==> config.mk <==
export PLATFORM = sky130hd
export DESIGN_NAME = sync_length_frame_deframer_flat
export DESIGN_NICKNAME = d
export VERILOG_FILES = /design/src/hw/rtl/sld_pkg.sv /design/src/hw/rtl/sld_stream_if.sv /design/src/hw/rtl/sld_cfg_regs.sv /design/src/hw/rtl/sld_parser.sv /design/src/hw/rtl/sld_out_buf.sv /design/src/hw/rtl/sync_length_frame_deframer.sv /design/src/flat_wrapper.sv
export SDC_FILE = /design/constraint.sdc
export NUM_CORES = 1
export LEC_CHECK = 0
export BUFFER_PORTS_ARGS = -buffer_cell sky130_fd_sc_hd__buf_2
export CAP_MARGIN = 5
export CORE_UTILIZATION = 31
export CTS_CLUSTER_DIAMETER = 150
export DETAILED_ROUTE_END_ITERATION = 16
export PLACE_DENSITY = 0.62
export REMOVE_ABC_BUFFERS = 1
export SKIP_LAST_GASP = 1
export SYNTH_ARGS = -nofsm -noshare
export SYNTH_HDL_FRONTEND = slang
export SYNTH_SLANG_ARGS = --single-unit
==> constraint.sdc <==
create_clock -name clk_i -period 5.45 [get_ports clk_i]
set_input_delay 0.2725 -clock clk_i [delete_from_list [all_inputs] [get_ports clk_i]]
set_output_delay 0.2725 -clock clk_i [all_outputs]
set_load 0.005 [all_outputs]
==> src/hw/rtl/sld_pkg.sv <==
package sld_pkg;

  localparam logic [7:0] SyncFirst  = 8'hE0;
  localparam logic [7:0] SyncSecond = 8'h55;
  localparam logic [7:0] SyncThird  = 8'hAA;
  localparam logic [7:0] LimitReset = 8'd128;

  localparam int unsigned TrailerBytes = 4;
  localparam logic [7:0]  TrailerLast  = 8'(TrailerBytes - 1);

  localparam int unsigned PaddrWidth = 3;
  localparam int unsigned PdataWidth = 32;

  localparam logic RegLengthLimit = 1'b0;

  localparam logic KindPayload  = 1'b0;
  localparam logic KindFrameEnd = 1'b1;

  typedef enum logic [2:0] {
    PhHunt  = 3'd0,
    PhGot1  = 3'd1,
    PhGot2  = 3'd2,
    PhLen   = 3'd3,
    PhData  = 3'd4,
    PhTrail = 3'd5
  } sld_phase_e;

  typedef struct packed {
    logic        result_kind;
    logic [7:0]  payload_byte;
    logic [7:0]  byte_index;
    logic [7:0]  frame_length;
    logic [31:0] trailer_word;
  } sld_result_t;

endpackage

==> src/hw/rtl/sld_stream_if.sv <==
interface sld_in_if;
  logic       valid;
  logic       ready;
  logic [7:0] in_byte;

  modport source (output valid, output in_byte, input ready);
  modport sink (input valid, input in_byte, output ready);
endinterface

interface sld_out_if;
  logic        valid;
  logic        ready;
  logic        result_kind;
  logic [7:0]  payload_byte;
  logic [7:0]  byte_index;
  logic [7:0]  frame_length;
  logic [31:0] trailer_word;

  modport source (
    output valid, output result_kind, output payload_byte, output byte_index,
    output frame_length, output trailer_word, input ready
  );
  modport sink (
    input valid, input result_kind, input payload_byte, input byte_index,
    input frame_length, input trailer_word, output ready
  );
endinterface

==> src/hw/rtl/sld_cfg_regs.sv <==
module sld_cfg_regs (
  input  logic                            clk_i,
  input  logic                            rst_ni,
  input  logic                            psel,
  input  logic                            penable,
  input  logic                            pwrite,
  input  logic [sld_pkg::PaddrWidth-1:0]  paddr,
  input  logic [sld_pkg::PdataWidth-1:0]  pwdata,
  output logic [sld_pkg::PdataWidth-1:0]  prdata,
  output logic                            pready,
  output logic [7:0]                      length_limit_o
);
  import sld_pkg::*;

  logic       sel_limit;
  logic       wr_en;
  logic [7:0] limit_q;
  logic [7:0] limit_d;

  assign sel_limit = (paddr[PaddrWidth-1] == RegLengthLimit);
  assign wr_en     = psel && penable && pwrite;
  assign pready    = 1'b1;

  always_comb begin
    limit_d = limit_q;
    if (wr_en && sel_limit) begin
      limit_d = pwdata[7:0];
    end
  end

  always_ff @(posedge clk_i or negedge rst_ni) begin
    if (!rst_ni) begin
      limit_q <= LimitReset;
    end else begin
      limit_q <= limit_d;
    end
  end

  always_comb begin
    prdata = '0;
    if (sel_limit) begin
      prdata = {{(PdataWidth-8){1'b0}}, limit_q};
    end
  end

  assign length_limit_o = limit_q;

endmodule

==> src/hw/rtl/sld_parser.sv <==
module sld_parser (
  input  logic                 clk_i,
  input  logic                 rst_ni,
  input  logic                 accept_i,
  input  logic [7:0]           in_byte_i,
  input  logic [7:0]           length_limit_i,
  output logic                 push_o,
  output sld_pkg::sld_result_t result_o
);
  import sld_pkg::*;

  sld_phase_e  phase_q, phase_d;
  logic [7:0]  len_q, len_d;
  logic [7:0]  cnt_q, cnt_d;
  logic [23:0] trail_q, trail_d;
  sld_phase_e  restart;
  logic [8:0]  cnt_inc;

  assign restart = (in_byte_i == SyncFirst) ? PhGot1 : PhHunt;
  assign cnt_inc = {1'b0, cnt_q} + 9'd1;

  always_comb begin
    phase_d = phase_q;
    if (accept_i) begin
      case (phase_q)
        PhGot1:  phase_d = (in_byte_i == SyncSecond) ? PhGot2 : restart;
        PhGot2:  phase_d = (in_byte_i == SyncThird) ? PhLen : restart;
        PhLen: begin
          if (in_byte_i >= length_limit_i) begin
            phase_d = restart;
          end else if (in_byte_i == 8'd0) begin
            phase_d = PhTrail;
          end else begin
            phase_d = PhData;
          end
        end
        PhData: begin
          if (cnt_inc >= {1'b0, len_q}) begin
            phase_d = PhTrail;
          end
        end
        PhTrail: begin
          if (cnt_q >= TrailerLast) begin
            phase_d = PhHunt;
          end
        end
        default: phase_d = restart;
      endcase
    end
  end

  always_comb begin
    len_d    = len_q;
    cnt_d    = cnt_q;
    trail_d  = trail_q;
    push_o   = 1'b0;
    result_o = '0;
    result_o.frame_length = len_q;
    if (accept_i) begin
      case (phase_q)
        PhLen: begin
          if (in_byte_i < length_limit_i) begin
            len_d   = in_byte_i;
            cnt_d   = '0;
            trail_d = '0;
          end
        end
        PhData: begin
          push_o                = 1'b1;
          result_o.result_kind  = KindPayload;
          result_o.payload_byte = in_byte_i;
          result_o.byte_index   = cnt_q;
          cnt_d                 = cnt_inc[7:0];
          if (cnt_inc >= {1'b0, len_q}) begin
            cnt_d   = '0;
            trail_d = '0;
          end
        end
        PhTrail: begin
          if (cnt_q < TrailerLast) begin
            trail_d = {trail_q[15:0], in_byte_i};
            cnt_d   = cnt_inc[7:0];
          end else begin
            push_o                = 1'b1;
            result_o.result_kind  = KindFrameEnd;
            result_o.trailer_word = {trail_q, in_byte_i};
            cnt_d                 = '0;
            trail_d               = '0;
          end
        end
        default: begin
          len_d = len_q;
        end
      endcase
    end
  end

  always_ff @(posedge clk_i or negedge rst_ni) begin
    if (!rst_ni) begin
      phase_q <= PhHunt;
      len_q   <= '0;
      cnt_q   <= '0;
      trail_q <= '0;
    end else begin
      phase_q <= phase_d;
      len_q   <= len_d;
      cnt_q   <= cnt_d;
      trail_q <= trail_d;
    end
  end

endmodule

==> src/hw/rtl/sld_out_buf.sv <==
module sld_out_buf (
  input  logic                 clk_i,
  input  logic                 rst_ni,
  input  logic                 push_i,
  input  sld_pkg::sld_result_t data_i,
  output logic                 in_ready_o,
  output logic                 out_valid_o,
  input  logic                 out_ready_i,
  output sld_pkg::sld_result_t out_data_o
);
  import sld_pkg::*;

  logic        out_valid_q, out_valid_d;
  logic        skid_valid_q, skid_valid_d;
  sld_result_t out_q, out_d;
  sld_result_t skid_q, skid_d;
  logic        pop;

  assign pop        = out_valid_q && out_ready_i;
  assign in_ready_o = !skid_valid_q;

  always_comb begin
    out_valid_d  = out_valid_q;
    skid_valid_d = skid_valid_q;
    out_d        = out_q;
    skid_d       = skid_q;
    if (skid_valid_q) begin
      if (pop) begin
        out_d        = skid_q;
        skid_valid_d = 1'b0;
      end
    end else if (!out_valid_q || pop) begin
      out_valid_d = push_i;
      if (push_i) begin
        out_d = data_i;
      end
    end else if (push_i) begin
      skid_d       = data_i;
      skid_valid_d = 1'b1;
    end
  end

  always_ff @(posedge clk_i or negedge rst_ni) begin
    if (!rst_ni) begin
      out_valid_q  <= 1'b0;
      skid_valid_q <= 1'b0;
    end else begin
      out_valid_q  <= out_valid_d;
      skid_valid_q <= skid_valid_d;
    end
  end

  always_ff @(posedge clk_i) begin
    out_q  <= out_d;
    skid_q <= skid_d;
  end

  assign out_valid_o = out_valid_q;
  assign out_data_o  = out_q;

endmodule

==> src/hw/rtl/sync_length_frame_deframer.sv <==
// Frame deframer for a byte stream of the form E0 55 AA, length, payload, four trailer
// bytes. It takes one byte per cycle unless its one-entry skid register is full; the
// phase machine updates its state in the same cycle a byte is accepted and each result
// is registered into the output register, or into the skid register while the output
// is stalled, so bytes keep flowing while a result waits. Each payload byte yields one
// result carrying its index, and the last trailer byte yields a frame-end result with the
// length and the trailer as a big-endian word; header and length bytes yield nothing. A
// length byte at or above the length_limit register (address 0, reset 128) drops the
// header and is rescanned as a possible header start. The trailer is passed on unchecked.
module sync_length_frame_deframer (
  input  logic                            clk_i,
  input  logic                            rst_ni,
  sld_in_if.sink                          in_i,
  sld_out_if.source                       out_o,
  input  logic                            psel,
  input  logic                            penable,
  input  logic                            pwrite,
  input  logic [sld_pkg::PaddrWidth-1:0]  paddr,
  input  logic [sld_pkg::PdataWidth-1:0]  pwdata,
  output logic [sld_pkg::PdataWidth-1:0]  prdata,
  output logic                            pready
);
  import sld_pkg::*;

  logic        accept;
  logic        push;
  logic [7:0]  length_limit;
  sld_result_t result;
  sld_result_t out_data;

  assign accept = in_i.valid && in_i.ready;

  sld_cfg_regs u_cfg (
    .clk_i          (clk_i),
    .rst_ni         (rst_ni),
    .psel           (psel),
    .penable        (penable),
    .pwrite         (pwrite),
    .paddr          (paddr),
    .pwdata         (pwdata),
    .prdata         (prdata),
    .pready         (pready),
    .length_limit_o (length_limit)
  );

  sld_parser u_parser (
    .clk_i          (clk_i),
    .rst_ni         (rst_ni),
    .accept_i       (accept),
    .in_byte_i      (in_i.in_byte),
    .length_limit_i (length_limit),
    .push_o         (push),
    .result_o       (result)
  );

  sld_out_buf u_out_buf (
    .clk_i       (clk_i),
    .rst_ni      (rst_ni),
    .push_i      (push),
    .data_i      (result),
    .in_ready_o  (in_i.ready),
    .out_valid_o (out_o.valid),
    .out_ready_i (out_o.ready),
    .out_data_o  (out_data)
  );

  assign out_o.result_kind  = out_data.result_kind;
  assign out_o.payload_byte = out_data.payload_byte;
  assign out_o.byte_index   = out_data.byte_index;
  assign out_o.frame_length = out_data.frame_length;
  assign out_o.trailer_word = out_data.trailer_word;

endmodule

==> src/flat_wrapper.sv <==
// flat-port wrapper written by rule: the top's interface ports become plain ports
module sync_length_frame_deframer_flat import sld_pkg::*;
  (clk_i, rst_ni, psel, penable, pwrite, paddr, pwdata, prdata, pready, in_i_valid, in_i_in_byte, in_i_ready, out_o_valid, out_o_result_kind, out_o_payload_byte, out_o_byte_index, out_o_frame_length, out_o_trailer_word, out_o_ready);
  sld_in_if in_i_i ();
  sld_out_if out_o_i ();
  input  logic clk_i;
  input  logic rst_ni;
  input  logic psel;
  input  logic penable;
  input  logic pwrite;
  input  logic [sld_pkg::PaddrWidth-1:0] paddr;
  input  logic [sld_pkg::PdataWidth-1:0] pwdata;
  output logic [sld_pkg::PdataWidth-1:0] prdata;
  output logic pready;
  input wire logic [$bits(in_i_i.valid)-1:0] in_i_valid;
  input wire logic [$bits(in_i_i.in_byte)-1:0] in_i_in_byte;
  output wire logic [$bits(in_i_i.ready)-1:0] in_i_ready;
  output wire logic [$bits(out_o_i.valid)-1:0] out_o_valid;
  output wire logic [$bits(out_o_i.result_kind)-1:0] out_o_result_kind;
  output wire logic [$bits(out_o_i.payload_byte)-1:0] out_o_payload_byte;
  output wire logic [$bits(out_o_i.byte_index)-1:0] out_o_byte_index;
  output wire logic [$bits(out_o_i.frame_length)-1:0] out_o_frame_length;
  output wire logic [$bits(out_o_i.trailer_word)-1:0] out_o_trailer_word;
  input wire logic [$bits(out_o_i.ready)-1:0] out_o_ready;
  assign in_i_i.valid = in_i_valid;
  assign in_i_i.in_byte = in_i_in_byte;
  assign in_i_ready = in_i_i.ready;
  assign out_o_valid = out_o_i.valid;
  assign out_o_result_kind = out_o_i.result_kind;
  assign out_o_payload_byte = out_o_i.payload_byte;
  assign out_o_byte_index = out_o_i.byte_index;
  assign out_o_frame_length = out_o_i.frame_length;
  assign out_o_trailer_word = out_o_i.trailer_word;
  assign out_o_i.ready = out_o_ready;
  sync_length_frame_deframer u_core (.clk_i(clk_i), .rst_ni(rst_ni), .in_i(in_i_i), .out_o(out_o_i), .psel(psel), .penable(penable), .pwrite(pwrite), .paddr(paddr), .pwdata(pwdata), .prdata(prdata), .pready(pready));
endmodule
==> results.cfg <==
[sta]
rsz0062_at_grt = false
tightestPinTransition_ns = 0.997
fin_skew_ns = 0.0137
slew_violations = 0
fin_crit_ns = 3.05
finalCritPeriodShare_pct = 56.0
clock.fmax_mhz = 328
slew_headroom_pct = 33.3
hold_slack_ns = -0.0180
finalHoldViolCount = 9
finalSetupViolCount = 0

[drt]
vias = 4616
drtIter0Drc = 430
wl_per_cell_um = 14.6
wirelength_um = 14900
first_pass_iters = 4
remaining_drc_errors = 0
drtAntennaViolNets = 0
vias_per_cell = 4.52

[global_routing]
grt_use_total_pct = 13.0
antenna_found_initial = 0
grt_pass1_vias = 4532
grt_pass1_wl_um = 24200
grt_max_degree = 69
grt-ovfl-total = 0

[place]
dp.cells = 990
gp_congestion = 0.812
port_buffers = 90
postPlaceCellArea_um2 = 8140
hpwlAfterDp_um = 9510

[floorplan]
die_height_um = 157
core_um2 = 23500
rows = 56
start_util_pct = 31.6
num_io_pins = 142
die_area_um2 = 24600
die_x_um = 157

[synthesis]
synth_area_um2 = 7420
synth_cell_types = 53
async_reset_ff_share_pct = 31.7
synth.most_common_cell = edfxtp_1
synth_ff_type = edfxtp_1
ys_ff_latch = 167
synthTopCellsByArea = edfxtp_1 46%, dfrtp_1 18%, a21o_1 5.1%
yosysSeqAreaShare_pct = 64.0
synth_common_cells = 114 x edfxtp_1, 80 x nand2_1, 52 x dfrtp_1, 50 x a21o_1, 50 x o21ai_0
synth_top_area_share_pct = 46.1
synth_edf_count = 114
synth_top_area_cell = edfxtp_1
synth_cells = 602
avgSynthCellArea_um2 = 12.3
yosysWarningCount = 0

[critical_path]
ff2ff_path_depth = 4
cp_max_fo = 57
endpoint_kind = flop
crit_path_start_kind = flop
path_class = flop to flop
r2r_slack_ns = 2.40
arrival_ns = 3.11
worstPathRequired_ns = 5.51

[clock_network]
cts_made_buffers = 17
postCtsSetupBuffers = 0
cts-root-buf = clkbuf_16
cts_tree = done
cts_htree_levels = 4
clock_latency_ns = 0.43
ctsHoldBuffers = 0
cts.clk_slew.worst_paths_ns = 0.07
cts_resized = 0
clk_path_buf_depth = 2
cts.sinks = 167

[status]
violations = hold timing
status = finished with violations

[layout]
fin_nets = 759
final_cell_area_um2 = 8730
instances_no_fill = 1022
antenna_cells = 0
area_growth_pct = 17.6
final_layout_size_suffix_gt1_share_pct = 21.8
fill_cells = 2325

[pwr]
power_mw = 2.70
max-vdd-ir-drop_mv = 0.180
powerDensity_nw_per_um2 = 310
static-leakage-power_nw = 3.98

[worst_hold_path]
hold_class = input pin to async pin

[run]
max-cap-violations = 0
cell families after synthesis:
logic type | Yosys count | synth area share [%]
adders and majority gates | 19 | 3.20
muxes | 10 | 1.52
other | 2 | 0.101
and+or+nand+nor | 193 | 13.5
AOI/OAI and AO/OA | 131 | 11.7
buffers and inverters | 75 | 5.41
xor gates and xnor gates | 5 | 0.590
DFF | 167 | 64.0
power by group:
group | total, mW | switching (mW) | internal (mW)
clock | 1.21 | 0.520 | 0.690
sequential | 1.37 | 0.0110 | 1.36
combinational | 0.123 | 0.0754 | 0.0477
flip-flops by register name, summed over array words and instances, names as in the netlist:
register and flops:
u_core.u_cfg.length_limit_o 8, u_core.u_out_buf.out_data_o 57, u_core.u_out_buf.out_valid_o 1, u_core.u_out_buf.skid_q 57, u_core.u_out_buf.skid_valid_q 1, u_core.u_parser.cnt_q 8
u_core.u_parser.len_q 8, u_core.u_parser.phase_q 3, u_core.u_parser.trail_q 24
worst max-delay path, stage by stage, from the launching register on:
cell and delay, ns:
dfrtp_1 0.53, nor3b_2 0.87, o211ai_1 0.40, nor3_2 0.19, buf_4 0.60
routing by layer:
layer	global-route usage, %	part of all wire [%]	vias to the layer above
met2	19.9	46	153
met1	17.4	47	2171
met4	4.30	0.75	0
li1	-	-	2282
met5	0	0	-
met3	4.13	6.3	10
per-stage QoR:
step                setup WS (ns)  TNS, ns  hold slack (ns)  utilization [%]
floorplan                  -0.927   -52.85          -0.0231                -
global placement             2.45        0            0.426             34.7
detailed placement           2.39        0            0.431             34.7
CTS                          2.38        0          0.00496             37.2
global route                 2.15        0           0.0336             37.2
finish                       2.40        0          -0.0180             37.2
final timing paths:
path                                                   startpoint                                    endpoint
max                        u_core.u_parser.phase_q[2]$_DFFE_PN0P_       u_core.u_out_buf.skid_q[21]$_DFFE_PP_
min                                                        rst_ni  u_core.u_cfg.length_limit_o[1]$_DFFE_PN0P_
max reg2reg                u_core.u_parser.phase_q[2]$_DFFE_PN0P_       u_core.u_out_buf.skid_q[21]$_DFFE_PP_
min reg2reg                  u_core.u_parser.len_q[3]$_DFFE_PN0P_       u_core.u_out_buf.skid_q[35]$_DFFE_PP_
max in group asynchronous                                  rst_ni     u_core.u_out_buf.skid_valid_q$_DFF_PN0_
min in group clk_i                                      pwdata[5]  u_core.u_cfg.length_limit_o[5]$_DFFE_PN0P_
cells in the final DEF, fill, tap and decap left out, types with 2 or more instances in the layout:
cell,count
mux2_2,10
nor4_1,2
a21oi_1,7
a21o_1,50
bufinv_16,2
and2_1,33
inv_1,22
inv_8,3
nor3_1,6
dfrtp_1,51
nand4_1,5
xnor2_1,4
conb_1,25
buf_4,9
o221ai_1,2
a22oi_1,3
inv_6,5
edfxtp_1,114
nor2b_1,6
nand2b_1,5
o31ai_2,3
ha_1,19
nand2_1,80
o21ai_0,50
clkbuf_16,17
nand3_1,7
a211o_1,2
o211ai_1,3
and3_1,20
nor2_1,16
buf_2,90
cell type report:
cell class | instances | area [µm²] | share of cell area [%]
clock buffer | 18 | 429 | 4.92
sequential | 167 | 4750 | 54.4
multi-input combinational | 383 | 2390 | 27.3
tap | 319 | 399 | 4.57
inverter | 22 | 82.6 | 0.946
clock inverter | 14 | 163 | 1.86
timing repair buffer | 99 | 518 | 5.93
Power figures use the tool's default switching activity.
